`src/sv/pipct_pkg.sv`:
```
// Package for the point-in-polygon crossing-number block: widths, angle
// constants and the structs passed between its modules. Depends on nothing.
`default_nettype none

package pipct_pkg;

	localparam int CW    = 32;            // longitude width
	localparam int FB    = 29;            // fraction bits
	localparam int LATW  = CW - 1;        // latitude width
	localparam int DPW   = LATW + 1;      // latitude difference width
	localparam int DLONP = CW + 1;        // point longitude difference width
	localparam int DLW   = ((CW > FB + 3) ? CW : FB + 3) + 2; // wrapped edge dlon width
	localparam int PW    = DLW + DPW;     // product width
	localparam int PDW   = PW + 1;        // product difference width

	localparam logic [63:0] PI_Q62     = 64'hC90FDAA22168C234;
	localparam logic [63:0] PI_FIX     = (PI_Q62 + (64'd1 << (61 - FB))) >> (62 - FB);
	localparam logic [63:0] TWO_PI_FIX = (PI_Q62 + (64'd1 << (60 - FB))) >> (61 - FB);
	localparam logic signed [DLW-1:0] PI_D     = DLW'(PI_FIX);
	localparam logic signed [DLW-1:0] TWO_PI_D = DLW'(TWO_PI_FIX);

	localparam logic [1:0] TALLY_ZERO = 2'd0;
	localparam logic [1:0] TALLY_ONE  = 2'd1;
	localparam logic [1:0] TALLY_MAX  = 2'd3;

	typedef struct packed {
		logic signed [LATW-1:0] lat;
		logic signed [CW-1:0]   lon;
	} coord_t;

	typedef struct packed {
		coord_t p1;
		coord_t p2;
	} edge_t;

	typedef struct packed {
		logic valid;
		logic restart;
		logic edge_a_on;
		logic last;
		logic degen;
	} ctl_t;

endpackage

`default_nettype wire

```
`src/sv/pipct_front.sv`:
```
// Input stage: takes a vertex word, keeps the polygon state and registers
// the point, both edges and the control bits. Depends on pipct_pkg.
`default_nettype none

module pipct_front (
	input  logic                             clk,
	input  logic                             arst_n,
	input  logic                             en,
	input  logic                             in_valid,
	input  logic signed [pipct_pkg::LATW-1:0] point_lat,
	input  logic signed [pipct_pkg::CW-1:0]   point_lon,
	input  logic signed [pipct_pkg::LATW-1:0] vert_lat,
	input  logic signed [pipct_pkg::CW-1:0]   vert_lon,
	input  logic                             first_vertex,
	input  logic                             last_vertex,
	output pipct_pkg::ctl_t                  ctl_s1,
	output pipct_pkg::coord_t                pt_s1,
	output pipct_pkg::edge_t                 edge_a_s1,
	output pipct_pkg::edge_t                 edge_b_s1
);

	pipct_pkg::coord_t held_q, start_q, prior_q;
	logic [1:0]        tally_q;

	logic              acc, restart;
	pipct_pkg::coord_t vert, pt_new, start_new;
	logic [1:0]        tally_new;

	always_comb begin
		acc       = en && in_valid;
		restart   = first_vertex || (tally_q == pipct_pkg::TALLY_ZERO);
		vert.lat  = vert_lat;
		vert.lon  = vert_lon;
		if (first_vertex) begin
			pt_new.lat = point_lat;
			pt_new.lon = point_lon;
		end else begin
			pt_new = held_q;
		end
		start_new = restart ? vert : start_q;
		if (restart) begin
			tally_new = pipct_pkg::TALLY_ONE;
		end else if (tally_q == pipct_pkg::TALLY_MAX) begin
			tally_new = pipct_pkg::TALLY_MAX;
		end else begin
			tally_new = tally_q + 2'd1;
		end
	end

	always_ff @(posedge clk or negedge arst_n) begin
		if (!arst_n) begin
			held_q  <= '0;
			start_q <= '0;
			prior_q <= '0;
			tally_q <= pipct_pkg::TALLY_ZERO;
			ctl_s1  <= '0;
		end else begin
			if (acc) begin
				held_q  <= pt_new;
				start_q <= start_new;
				prior_q <= vert;
				tally_q <= last_vertex ? pipct_pkg::TALLY_ZERO : tally_new;
			end
			if (en) begin
				ctl_s1.valid     <= acc;
				ctl_s1.restart   <= restart;
				ctl_s1.edge_a_on <= !restart;
				ctl_s1.last      <= last_vertex;
				ctl_s1.degen     <= (tally_new != pipct_pkg::TALLY_MAX);
			end
		end
	end

	always_ff @(posedge clk) begin
		if (acc) begin
			pt_s1        <= pt_new;
			edge_a_s1.p1 <= prior_q;
			edge_a_s1.p2 <= vert;
			edge_b_s1.p1 <= vert;
			edge_b_s1.p2 <= start_new;
		end
	end

endmodule

`default_nettype wire

```
`config.mk`:
```
export PLATFORM = sky130hd
export DESIGN_NAME = pipct_front
export DESIGN_NICKNAME = d
export VERILOG_FILES = /design/src/sv/pipct_pkg.sv /design/src/sv/pipct_front.sv
export SDC_FILE = /design/constraint.sdc
export NUM_CORES = 1
export LEC_CHECK = 0
export BUFFER_PORTS_ARGS = -buffer_cell sky130_fd_sc_hd__buf_4
export CAP_MARGIN = 0
export CORE_ASPECT_RATIO = 0.5
export CORE_MARGIN = 2
export CORE_UTILIZATION = 55
export DETAILED_ROUTE_END_ITERATION = 8
export GPL_TIMING_DRIVEN = 0
export MAX_ROUTING_LAYER = met4
export PLACE_DENSITY = 0.91
export SLEW_MARGIN = 10
export SYNTH_ARGS = -nofsm -noshare
export SYNTH_HDL_FRONTEND = slang
export SYNTH_SLANG_ARGS = --single-unit
```
`constraint.sdc`:
```
create_clock -name clk -period 4.71 [get_ports clk]
set_clock_uncertainty 0.1 [all_clocks]
set_input_delay 0.471 -clock clk [delete_from_list [all_inputs] [get_ports clk]]
set_output_delay 0.471 -clock clk [all_outputs]
set_load 0.01 [all_outputs]
```
# After elaboration in Yosys (flattened, before gate mapping)
# Index checks and enable logic that the tools add are counted.
# totals
reg_bits	448
# classes
addsub	1
n_mux	5
reduce_logical	4
eq_ne	2
# op_table
operator	count
two-way mux 63 bit	2
two-way mux 2 bit	3
adder 2 x 1 -> 2 bit, second input constant	1
equality test 2 bit, second input constant	1
logical NOT 2 bit	1
!= test 2 bit, second input constant	1
logical AND 1 bit	1
logical NOT 1 bit	1
logical OR 1 bit	1

# Logic depth before layout (Yosys ltp)
# Gate-level depths: netlist of the first run.
# depth
word_depth	4
ltp_mapped	7
ltp_nobuf	4

# Worst setup path after synthesis of the first run
# Ideal clock, no wire load.
# synth_timing
path_kind	input to register
from	input en
to	register edge_a_s1[100] in the netlist's numbering (enable)
setup_slack_ns	0.248
setup_ns	0.505
path_stages	5
t_arrival_ns	3.857
required_ns	4.105
n_path_buf	3
path_cell_list	buf_4 nand2_2 inv_2 buf_6 buf_2
# synth_between
elab_chain_len	1
# synth_lines
item	line_no	text
from (decl)	pipct_front.sv:8	input logic en,
logical AND 1 bit	pipct_front.sv:30	acc = en && in_valid;
net acc	pipct_front.sv:25	logic acc, restart;
to (decl)	pipct_front.sv:18	output pipct_pkg::edge_t edge_a_s1,
# The timed path passes the listed nets, and every way through them passes these cells.
# A chain may end at the register's enable or synchronous reset.

# Worst setup path after layout of the first run
# layout_timing
from	input en
to	register pt_s1[23] in the netlist's numbering (enable)
# layout_between
elab_chain_len	1
# layout_lines
item	line_no	text
logical AND 1 bit	pipct_front.sv:30	
net acc	pipct_front.sv:25	
to (signal assigned)	pipct_front.sv:76	pt_s1 <= pt_new;
to (decl)	pipct_front.sv:17	output pipct_pkg::coord_t pt_s1,
# The timed path passes the listed nets, and every way through them passes these cells.

==> metrics.txt, run 1 <==
# TYPE chip_impl_metric gauge
chip_impl_metric{name="met1_usage",unit=""} 0.337
chip_impl_metric{name="post_cts_resize_count",unit=""} 0
chip_impl_metric{name="worst_case_vdd_ir_drop",unit="V"} 0.000239
chip_impl_metric{name="cts_setup_buffers",unit=""} 0
chip_impl_metric{name="area_of_the_core",unit="um^2"} 30400
chip_impl_metric{name="largest_net_degree_at_the_start_of_global_routing",unit=""} 104
chip_impl_info{name="yosys.area.top_type",value="sky130_fd_sc_hd__edfxtp_1"} 1
chip_impl_metric{name="numPortBuffers",unit=""} 450
chip_impl_metric{name="power_leakage",unit="nW"} 10.3
chip_impl_metric{name="clock_tree.htree_level_count",unit=""} 2
chip_impl_info{name="crit-reg2reg-launch",value="tally_q[1]"} 1
chip_impl_metric{name="drt.antenna.violating_nets",unit=""} 0
chip_impl_metric{name="power",unit="mW"} 9.34
chip_impl_metric{name="final-hold-violation-count",unit=""} 0
chip_impl_metric{name="report.final.slew_viol_count",unit=""} 0
chip_impl_metric{name="drt-total-wl",unit="um"} 45500
chip_impl_info{name="min-delay-start",value="vert_lon[28]"} 1
chip_impl_metric{name="worst-slew-pin-transition",unit="ps"} 787
chip_impl_metric{name="grt.overflow.total",unit=""} 0
chip_impl_metric{name="final_design_utilization",unit=""} 0.733
chip_impl_metric{name="die_h",unit="um"} 128
chip_impl_metric{name="final_layout_size_suffix_gt1_frac",unit=""} 0.451
chip_impl_metric{name="synth_seq_cells",unit=""} 448
chip_impl_metric{name="postCtsHoldBufs",unit=""} 1
chip_impl_info{name="cts_tree",value="done"} 1
chip_impl_metric{name="grt_use_met3",unit=""} 0.0419
chip_impl_metric{name="clock_path_buffers",unit=""} 3
chip_impl_info{name="ys.flop_type",value="sky130_fd_sc_hd__edfxtp_1"} 1
chip_impl_metric{name="grtUsageMet2",unit=""} 0.499
chip_impl_metric{name="stdcell_count",unit=""} 2080
chip_impl_info{name="synth.cells.most_frequent",value="sky130_fd_sc_hd__nand2_1 (379), sky130_fd_sc_hd__edfxtp_1 (252), sky130_fd_sc_hd__dfrtp_1 (196)"} 1
chip_impl_metric{name="grt_antenna_before_repair",unit=""} 1
chip_impl_metric{name="fin_crit_sh",unit=""} 0.438
chip_impl_metric{name="place.detailed.hpwl",unit="um"} 31200
chip_impl_metric{name="grt_pass1_wl",unit="um"} 67400
chip_impl_metric{name="worst_skew_pair.late_latency",unit="ps"} 530
chip_impl_info{name="critical_path.endpoint_type",value="register"} 1
chip_impl_metric{name="grt_util_all_layers",unit=""} 0.286
chip_impl_info{name="synth_area_leaders",value="sky130_fd_sc_hd__edfxtp_1 (44%), sky130_fd_sc_hd__dfrtp_1 (29%), sky130_fd_sc_hd__nand2_1 (8.4%)"} 1
chip_impl_metric{name="post-route-drc-count",unit=""} 0
chip_impl_metric{name="top_level_ports",unit=""} 452
chip_impl_metric{name="synth-edff-count",unit=""} 252
chip_impl_metric{name="cell_count_post_placement",unit=""} 2006
chip_impl_metric{name="cts_inserted_buffers",unit=""} 39
chip_impl_metric{name="postSynth.asyncResetShare",unit=""} 0.438
chip_impl_metric{name="slew_headroom",unit=""} 0.475
chip_impl_metric{name="fin_nets",unit=""} 1783
chip_impl_metric{name="synth_seq_area_share",unit=""} 0.733
chip_impl_metric{name="layout_min_cycle_time",unit="ps"} 2060
chip_impl_metric{name="area.growth.synth_to_final",unit="%"} 30.9
chip_impl_info{name="grt_setup_unrepaired",value="no"} 1
chip_impl_metric{name="ys_types",unit=""} 22
chip_impl_metric{name="syn-instance-count",unit=""} 1154
chip_impl_info{name="grt-busiest-layer",value="met2"} 1
chip_impl_metric{name="routed_via_count_divided_by_cell_count",unit=""} 5.35
chip_impl_metric{name="fp.dieW",unit="um"} 253
chip_impl_metric{name="cts.sink_count",unit=""} 448
chip_impl_info{name="critical_path_class",value="in2reg"} 1
chip_impl_metric{name="crit_arrival",unit="ps"} 2140
chip_impl_metric{name="dr.pass1.iters",unit=""} 5
chip_impl_metric{name="finalSetupViolCount",unit=""} 0
chip_impl_metric{name="critical_path_peak_fanout",unit=""} 103
chip_impl_info{name="worst_hold_path_class",value="in2reg"} 1
chip_impl_metric{name="vias",unit=""} 11137
chip_impl_metric{name="die_area",unit="um^2"} 32500
chip_impl_metric{name="timing.max_cap.violations",unit=""} 0
chip_impl_metric{name="pwr_density_cell",unit="nW/um^2"} 419
chip_impl_metric{name="globalplace.congestion",unit=""} 0.833
chip_impl_metric{name="syn_std_cell_area",unit="um^2"} 17000
chip_impl_metric{name="max_freq",unit="GHz"} 0.485
chip_impl_metric{name="yosysTopAreaCellShare",unit=""} 0.445
chip_impl_info{name="clockRootBuffer",value="sky130_fd_sc_hd__clkbuf_16"} 1
chip_impl_metric{name="std_cell_rows",unit=""} 45
chip_impl_info{name="synth.most_common_cell",value="sky130_fd_sc_hd__nand2_1"} 1
chip_impl_metric{name="synthesis.yosys.warnings",unit=""} 0
chip_impl_metric{name="count_of_routing_violations_after_the_opening_detailed_route_iteration",unit=""} 937
chip_impl_info{name="start_kind",value="input port"} 1
chip_impl_metric{name="mean_instance_size_in_the_synthesized_netlist",unit="um^2"} 14.7
chip_impl_metric{name="wl_per_cell",unit="um"} 21.9
chip_impl_metric{name="clk_pin_slew",unit="ps"} 60
chip_impl_metric{name="syn-num-nets",unit=""} 1286
chip_impl_info{name="outcome",value="complete, no violations"} 1
chip_impl_metric{name="initial_standard_cell_utilization_of_the_core",unit=""} 0.560
chip_impl_info{name="worst_setup_path_startpoint",value="en"} 1
chip_impl_metric{name="worst_ep_required_time",unit="ps"} 4780
chip_impl_metric{name="first_global_vias",unit=""} 11469
-- area by class of cell --
cell class / instances / area, um^2
Clock inverter: 14 / 131
Timing Repair Buffer: 456 / 3500
Buffer: 119 / 865
Multi-Input combinational cell: 584 / 3680
Fill cell: 1923 / 8120
Inverter: 3 / 11.3
Sequential cell: 448 / 12500
Tap cell: 399 / 499
Antenna cell: 1 / 2.50
Clock buffer: 56 / 1120
-- worst max-delay path: stages --
cell and delay [ps]:
sky130_fd_sc_hd__buf_4 160, sky130_fd_sc_hd__nand2_2 120, sky130_fd_sc_hd__inv_2 80, sky130_fd_sc_hd__buf_6 180, sky130_fd_sc_hd__buf_8 620, sky130_fd_sc_hd__buf_16 400
-- path summary, 6_finish.rpt --
kind                       slack [ps]  cells past startpoint        endpoint
max in group asynchronous        3030                      3     start_q[21]
max                              2650                      6       pt_s1[23]
min                                30                      1   edge_b_s1[91]
min in group asynchronous         480                      2     prior_q[57]
max reg2reg                      2900                      4   edge_b_s1[28]
min reg2reg                       350                      0  edge_a_s1[110]
-- flip-flops by register name (all words and copies together) (netlist names) --
register   flops
ctl_s1         5
edge_a_s1     63
prior_q       63
pt_s1         63
tally_q        2
held_q        63
start_q       63
edge_b_s1    126
-- power breakdown --
group | leakage (nW) | internal, mW | switching [mW] | total [mW]
sequential | 4.82 | 4.62 | 0.218 | 4.84
combinational | 4.82 | 0.654 | 0.645 | 1.30
clock | 0.611 | 1.78 | 1.43 | 3.21
-- per-layer routing --
metal,routed length [um],part of all wire
met1,17300,0.38
met4,2130,0.047
met3,1870,0.041
met5,0,0
met2,24200,0.53
-- through the flow --
step | TNS (ps) | hold WS (ps) | cell area [um^2] | setup slack, ps
finish | 0 | 28.6 | 22300 | 2650
global route | 0 | 1.21 | 22300 | 2560
CTS | 0 | 2.68 | 22300 | 2670
detailed placement | 0 | 333 | 21000 | 2110
global placement | -321650 | 327 | 20900 | -1260
floorplan | 0 | 75.4 | 17000 | 248
-- placed cells by master (no fill, tap or decap), drive strengths merged --
master,n
buf,567
nand2,381
edfxtp,252
dfrtp,196
mux2,128
o2bb2ai,63
clkbuf,61
clkinv,9
nor2,5
clkinvlp,3
dlygate4sd3,3
inv,3
bufinv,2
diode,1
o21bai,1
a211oi,1
a21o,1
o21ai,1
a21oi,1
a31oi,1
o31ai,1
-- cell families (layout without fill, tap and decap cells) --
logic type             after synthesis  after routing  share of synthesized area
buffers and inverters              122            648                     0.0509
and+or+nand+nor                    386            386                     0.0857
AOI/OAI and AO/OA                   70             70                     0.0351
DFF                                448            448                      0.733
other                                0              1                          0
muxes                              128            128                     0.0955
No activity file was read; power rests on OpenSTA's default activity.
==> run 2, diff against run 1 <==
--- a/config.mk
+++ b/config.mk
@@ -9,11 +9,11 @@
 export CAP_MARGIN = 0
 export CORE_ASPECT_RATIO = 0.5
 export CORE_MARGIN = 2
-export CORE_UTILIZATION = 55
+export CORE_UTILIZATION = 47
 export DETAILED_ROUTE_END_ITERATION = 8
 export GPL_TIMING_DRIVEN = 0
 export MAX_ROUTING_LAYER = met4
-export PLACE_DENSITY = 0.91
+export PLACE_DENSITY = 0.83
 export SLEW_MARGIN = 10
 export SYNTH_ARGS = -nofsm -noshare
 export SYNTH_HDL_FRONTEND = slang
==> constraint.sdc (replaced) <==
create_clock -name clk -period 1.7 [get_ports clk]
set_clock_uncertainty 0.1 [all_clocks]
set_input_delay 0.17 -clock clk [delete_from_list [all_inputs] [get_ports clk]]
set_output_delay 0.17 -clock clk [all_outputs]
set_load 0.01 [all_outputs]
==> metrics.txt, run 2 (synthesis gave the netlist of run 1 again) <==
# TYPE chip_impl_metric gauge
chip_impl_metric{name="fin_crit_sh",unit=""} 0.997
chip_impl_info{name="outcome",value="complete, no violations"} 1
chip_impl_info{name="timing.critical_path.to",value="edge_b_s1[0]"} 1
chip_impl_info{name="min-delay-start",value="first_vertex"} 1
chip_impl_metric{name="numPortBuffers",unit=""} 450
chip_impl_metric{name="first_global_vias",unit=""} 12258
chip_impl_metric{name="cell_count_post_placement",unit=""} 2090
chip_impl_info{name="critical_path_class",value="reg2reg"} 1
chip_impl_info{name="final_common_cell",value="sky130_fd_sc_hd__buf_4"} 1
chip_impl_metric{name="area.growth.synth_to_final",unit="%"} 40.2
chip_impl_metric{name="cts.sink_count",unit=""} 448
chip_impl_metric{name="final-hold-violation-count",unit=""} 0
chip_impl_metric{name="routed_via_count_divided_by_cell_count",unit=""} 5.20
chip_impl_info{name="start_kind",value="register"} 1
chip_impl_metric{name="fp.dieW",unit="um"} 273
chip_impl_metric{name="worst-slew-pin-transition",unit="ps"} 659
chip_impl_metric{name="clock_tree.htree_level_count",unit=""} 2
chip_impl_info{name="critical_path.endpoint_type",value="register"} 1
chip_impl_metric{name="area_of_the_core",unit="um^2"} 35800
chip_impl_metric{name="wl_per_cell",unit="um"} 21.6
chip_impl_metric{name="pwr_density_cell",unit="nW/um^2"} 1120
chip_impl_metric{name="largest_net_degree_at_the_start_of_global_routing",unit=""} 262
chip_impl_metric{name="finalSetupViolCount",unit=""} 0
chip_impl_metric{name="top_level_ports",unit=""} 452
chip_impl_metric{name="dr.pass1.iters",unit=""} 5
chip_impl_metric{name="grt_util_all_layers",unit=""} 0.264
chip_impl_metric{name="worst_ep_required_time",unit="ps"} 1890
chip_impl_metric{name="final_layout_size_suffix_gt1_frac",unit=""} 0.422
chip_impl_info{name="cts_tree",value="done"} 1
chip_impl_info{name="crit-reg2reg-launch",value="tally_q[0]"} 1
chip_impl_metric{name="net_switching_fraction_of_the_power",unit=""} 0.246
chip_impl_info{name="r2r-end",value="edge_b_s1[0]"} 1
chip_impl_metric{name="grt.overflow.total",unit=""} 0
chip_impl_info{name="largest_register",value="edge_b_s1"} 1
chip_impl_metric{name="count_of_routing_violations_after_the_opening_detailed_route_iteration",unit=""} 998
chip_impl_metric{name="timing.max_cap.violations",unit=""} 0
chip_impl_metric{name="power_internal",unit="mW"} 20.2
chip_impl_metric{name="place.detailed.hpwl",unit="um"} 30600
chip_impl_info{name="worst_setup_path_startpoint",value="tally_q[0]"} 1
chip_impl_metric{name="nFillCells",unit=""} 2354
chip_impl_metric{name="drt.antenna.violating_nets",unit=""} 0
chip_impl_metric{name="drt-total-wl",unit="um"} 49500
chip_impl_metric{name="worst_case_vdd_ir_drop",unit="V"} 0.000644
chip_impl_metric{name="grt_pass1_wl",unit="um"} 73500
chip_impl_info{name="worst_hold_path_class",value="in2reg"} 1
chip_impl_metric{name="layout_min_cycle_time",unit="ps"} 1690
chip_impl_metric{name="clock_path_buffers",unit=""} 3
chip_impl_metric{name="netSwitchingPower",unit="mW"} 6.59
chip_impl_metric{name="die_h",unit="um"} 139
chip_impl_metric{name="worst_case_reg_to_reg_path_depth",unit=""} 4
chip_impl_metric{name="power.share.clock",unit=""} 0.353
chip_impl_metric{name="std_cell_rows",unit=""} 49
chip_impl_metric{name="pwr-share-comb",unit=""} 0.148
chip_impl_metric{name="critical_path_peak_fanout",unit=""} 7
chip_impl_info{name="clockRootBuffer",value="sky130_fd_sc_hd__clkbuf_16"} 1
chip_impl_metric{name="largest_reg_flops",unit=""} 126
chip_impl_metric{name="pwr-share-seq",unit=""} 0.499
chip_impl_metric{name="report.final.slew_viol_count",unit=""} 0
chip_impl_metric{name="vias",unit=""} 11947
chip_impl_metric{name="fin_nets",unit=""} 1912
chip_impl_metric{name="power_leakage",unit="nW"} 10.9
chip_impl_metric{name="slew_headroom",unit=""} 0.561
chip_impl_metric{name="die_area",unit="um^2"} 37800
chip_impl_metric{name="initial_standard_cell_utilization_of_the_core",unit=""} 0.475
chip_impl_info{name="grt_setup_unrepaired",value="yes"} 1
chip_impl_metric{name="globalplace.congestion",unit=""} 0.858
chip_impl_info{name="most_frequent_cells_in_the_layout",value="sky130_fd_sc_hd__buf_4 (526), sky130_fd_sc_hd__nand2_1 (379), sky130_fd_sc_hd__edfxtp_1 (252), sky130_fd_sc_hd__dfrtp_1 (196), sky130_fd_sc_hd__dlygate4sd3_1 (129)"} 1
chip_impl_metric{name="max_freq",unit="GHz"} 0.590
chip_impl_metric{name="r2r_setup_slack",unit="ps"} 5
chip_impl_metric{name="clk_pin_slew",unit="ps"} 70
chip_impl_metric{name="worst_skew_pair.late_latency",unit="ps"} 540
chip_impl_metric{name="crit_arrival",unit="ps"} 1890
chip_impl_metric{name="post-route-drc-count",unit=""} 0
chip_impl_metric{name="cts_inserted_buffers",unit=""} 39
chip_impl_metric{name="stdcell_count",unit=""} 2297
chip_impl_metric{name="power",unit="mW"} 26.8
chip_impl_metric{name="grt_antenna_before_repair",unit=""} 3
[run 2: final cells by class]
class                      count  area, um^2  area share
inverter                       3        11.3    0.000472
clock buffer                  59        1200      0.0505
buffer                       119         923      0.0387
timing repair buffer         585        4800       0.201
multi-input combinational    584        3690       0.155
tap                          484         606      0.0254
sequential                   448       12500       0.523
clock inverter                12         150     0.00629
antenna                        3        7.51    0.000315
[run 2: power by group through the flow]
| stage | registers, mW | clock network (mW) | logic [mW] |
|---|---|---|---|
| after floorplan | 13.6 | 0 | 1.75 |
| after global placement | 13.5 | 0 | 3.44 |
| after detailed placement | 13.6 | 0 | 3.58 |
| after CTS | 13.3 | 9.51 | 3.89 |
| after global routing | 13.5 | 10.0 | 4.22 |
| final | 13.4 | 9.47 | 3.97 |
[run 2: worst min-delay path by stage]
| stage | end | slack (ps) | cells past startpoint |
|---|---|---|---|
| 3_5_place_dp | held_q[0] | 160 | 2 |
| 2_1_floorplan | ctl_s1[0] | -230 | 0 |
| 6_report | pt_s1[62] | 140 | 3 |
| 4_1_cts | held_q[48] | 90 | 5 |
| 5_1_grt | pt_s1[61] | 130 | 3 |
| 3_3_place_gp | edge_b_s1[100] | 270 | 1 |
[run 2: per-stage QoR]
stage / setup WS [ps] / utilization / setup TNS, ps / area [um^2] / hold WS [ps]
final: 5.34 / 0.666 / 0 / 23900 / 141
after global routing: -62.3 / 0.666 / -2070 / 23900 / 133
after global placement: -1140 / 0.588 / -322230 / 21000 / 269
after floorplan: 1.27 / - / 0 / 17100 / -226
after detailed placement: -453 / 0.589 / -116180 / 21100 / 162
after CTS: 3.17 / 0.665 / 0 / 23800 / 92.6
[run 2: routing by layer]
layer | GRT usage | vias to the layer above | part of all wire
met5 | - | - | 0
met3 | 0.0383 | 186 | 0.048
li1 | - | 5206 | -
met2 | 0.450 | 544 | 0.52
met4 | 0.151 | 0 | 0.063
met1 | 0.301 | 6011 | 0.37
[run 2: worst max-delay path, cell delays in order (launching register included)]
cell	delay, ps
sky130_fd_sc_hd__dfrtp_1	410
sky130_fd_sc_hd__o21bai_1	210
sky130_fd_sc_hd__buf_6	220
sky130_fd_sc_hd__buf_4	180
sky130_fd_sc_hd__mux2_2	340
[run 2: timing repair]
item	in CTS	in global routing
endpoints found under the hold margin	487	0
buffers inserted	2	0
endpoints found under the setup margin	58	210
gates resized for setup	9	0
pin swaps	1	0
cloned	0	1
hold buffers	129	0
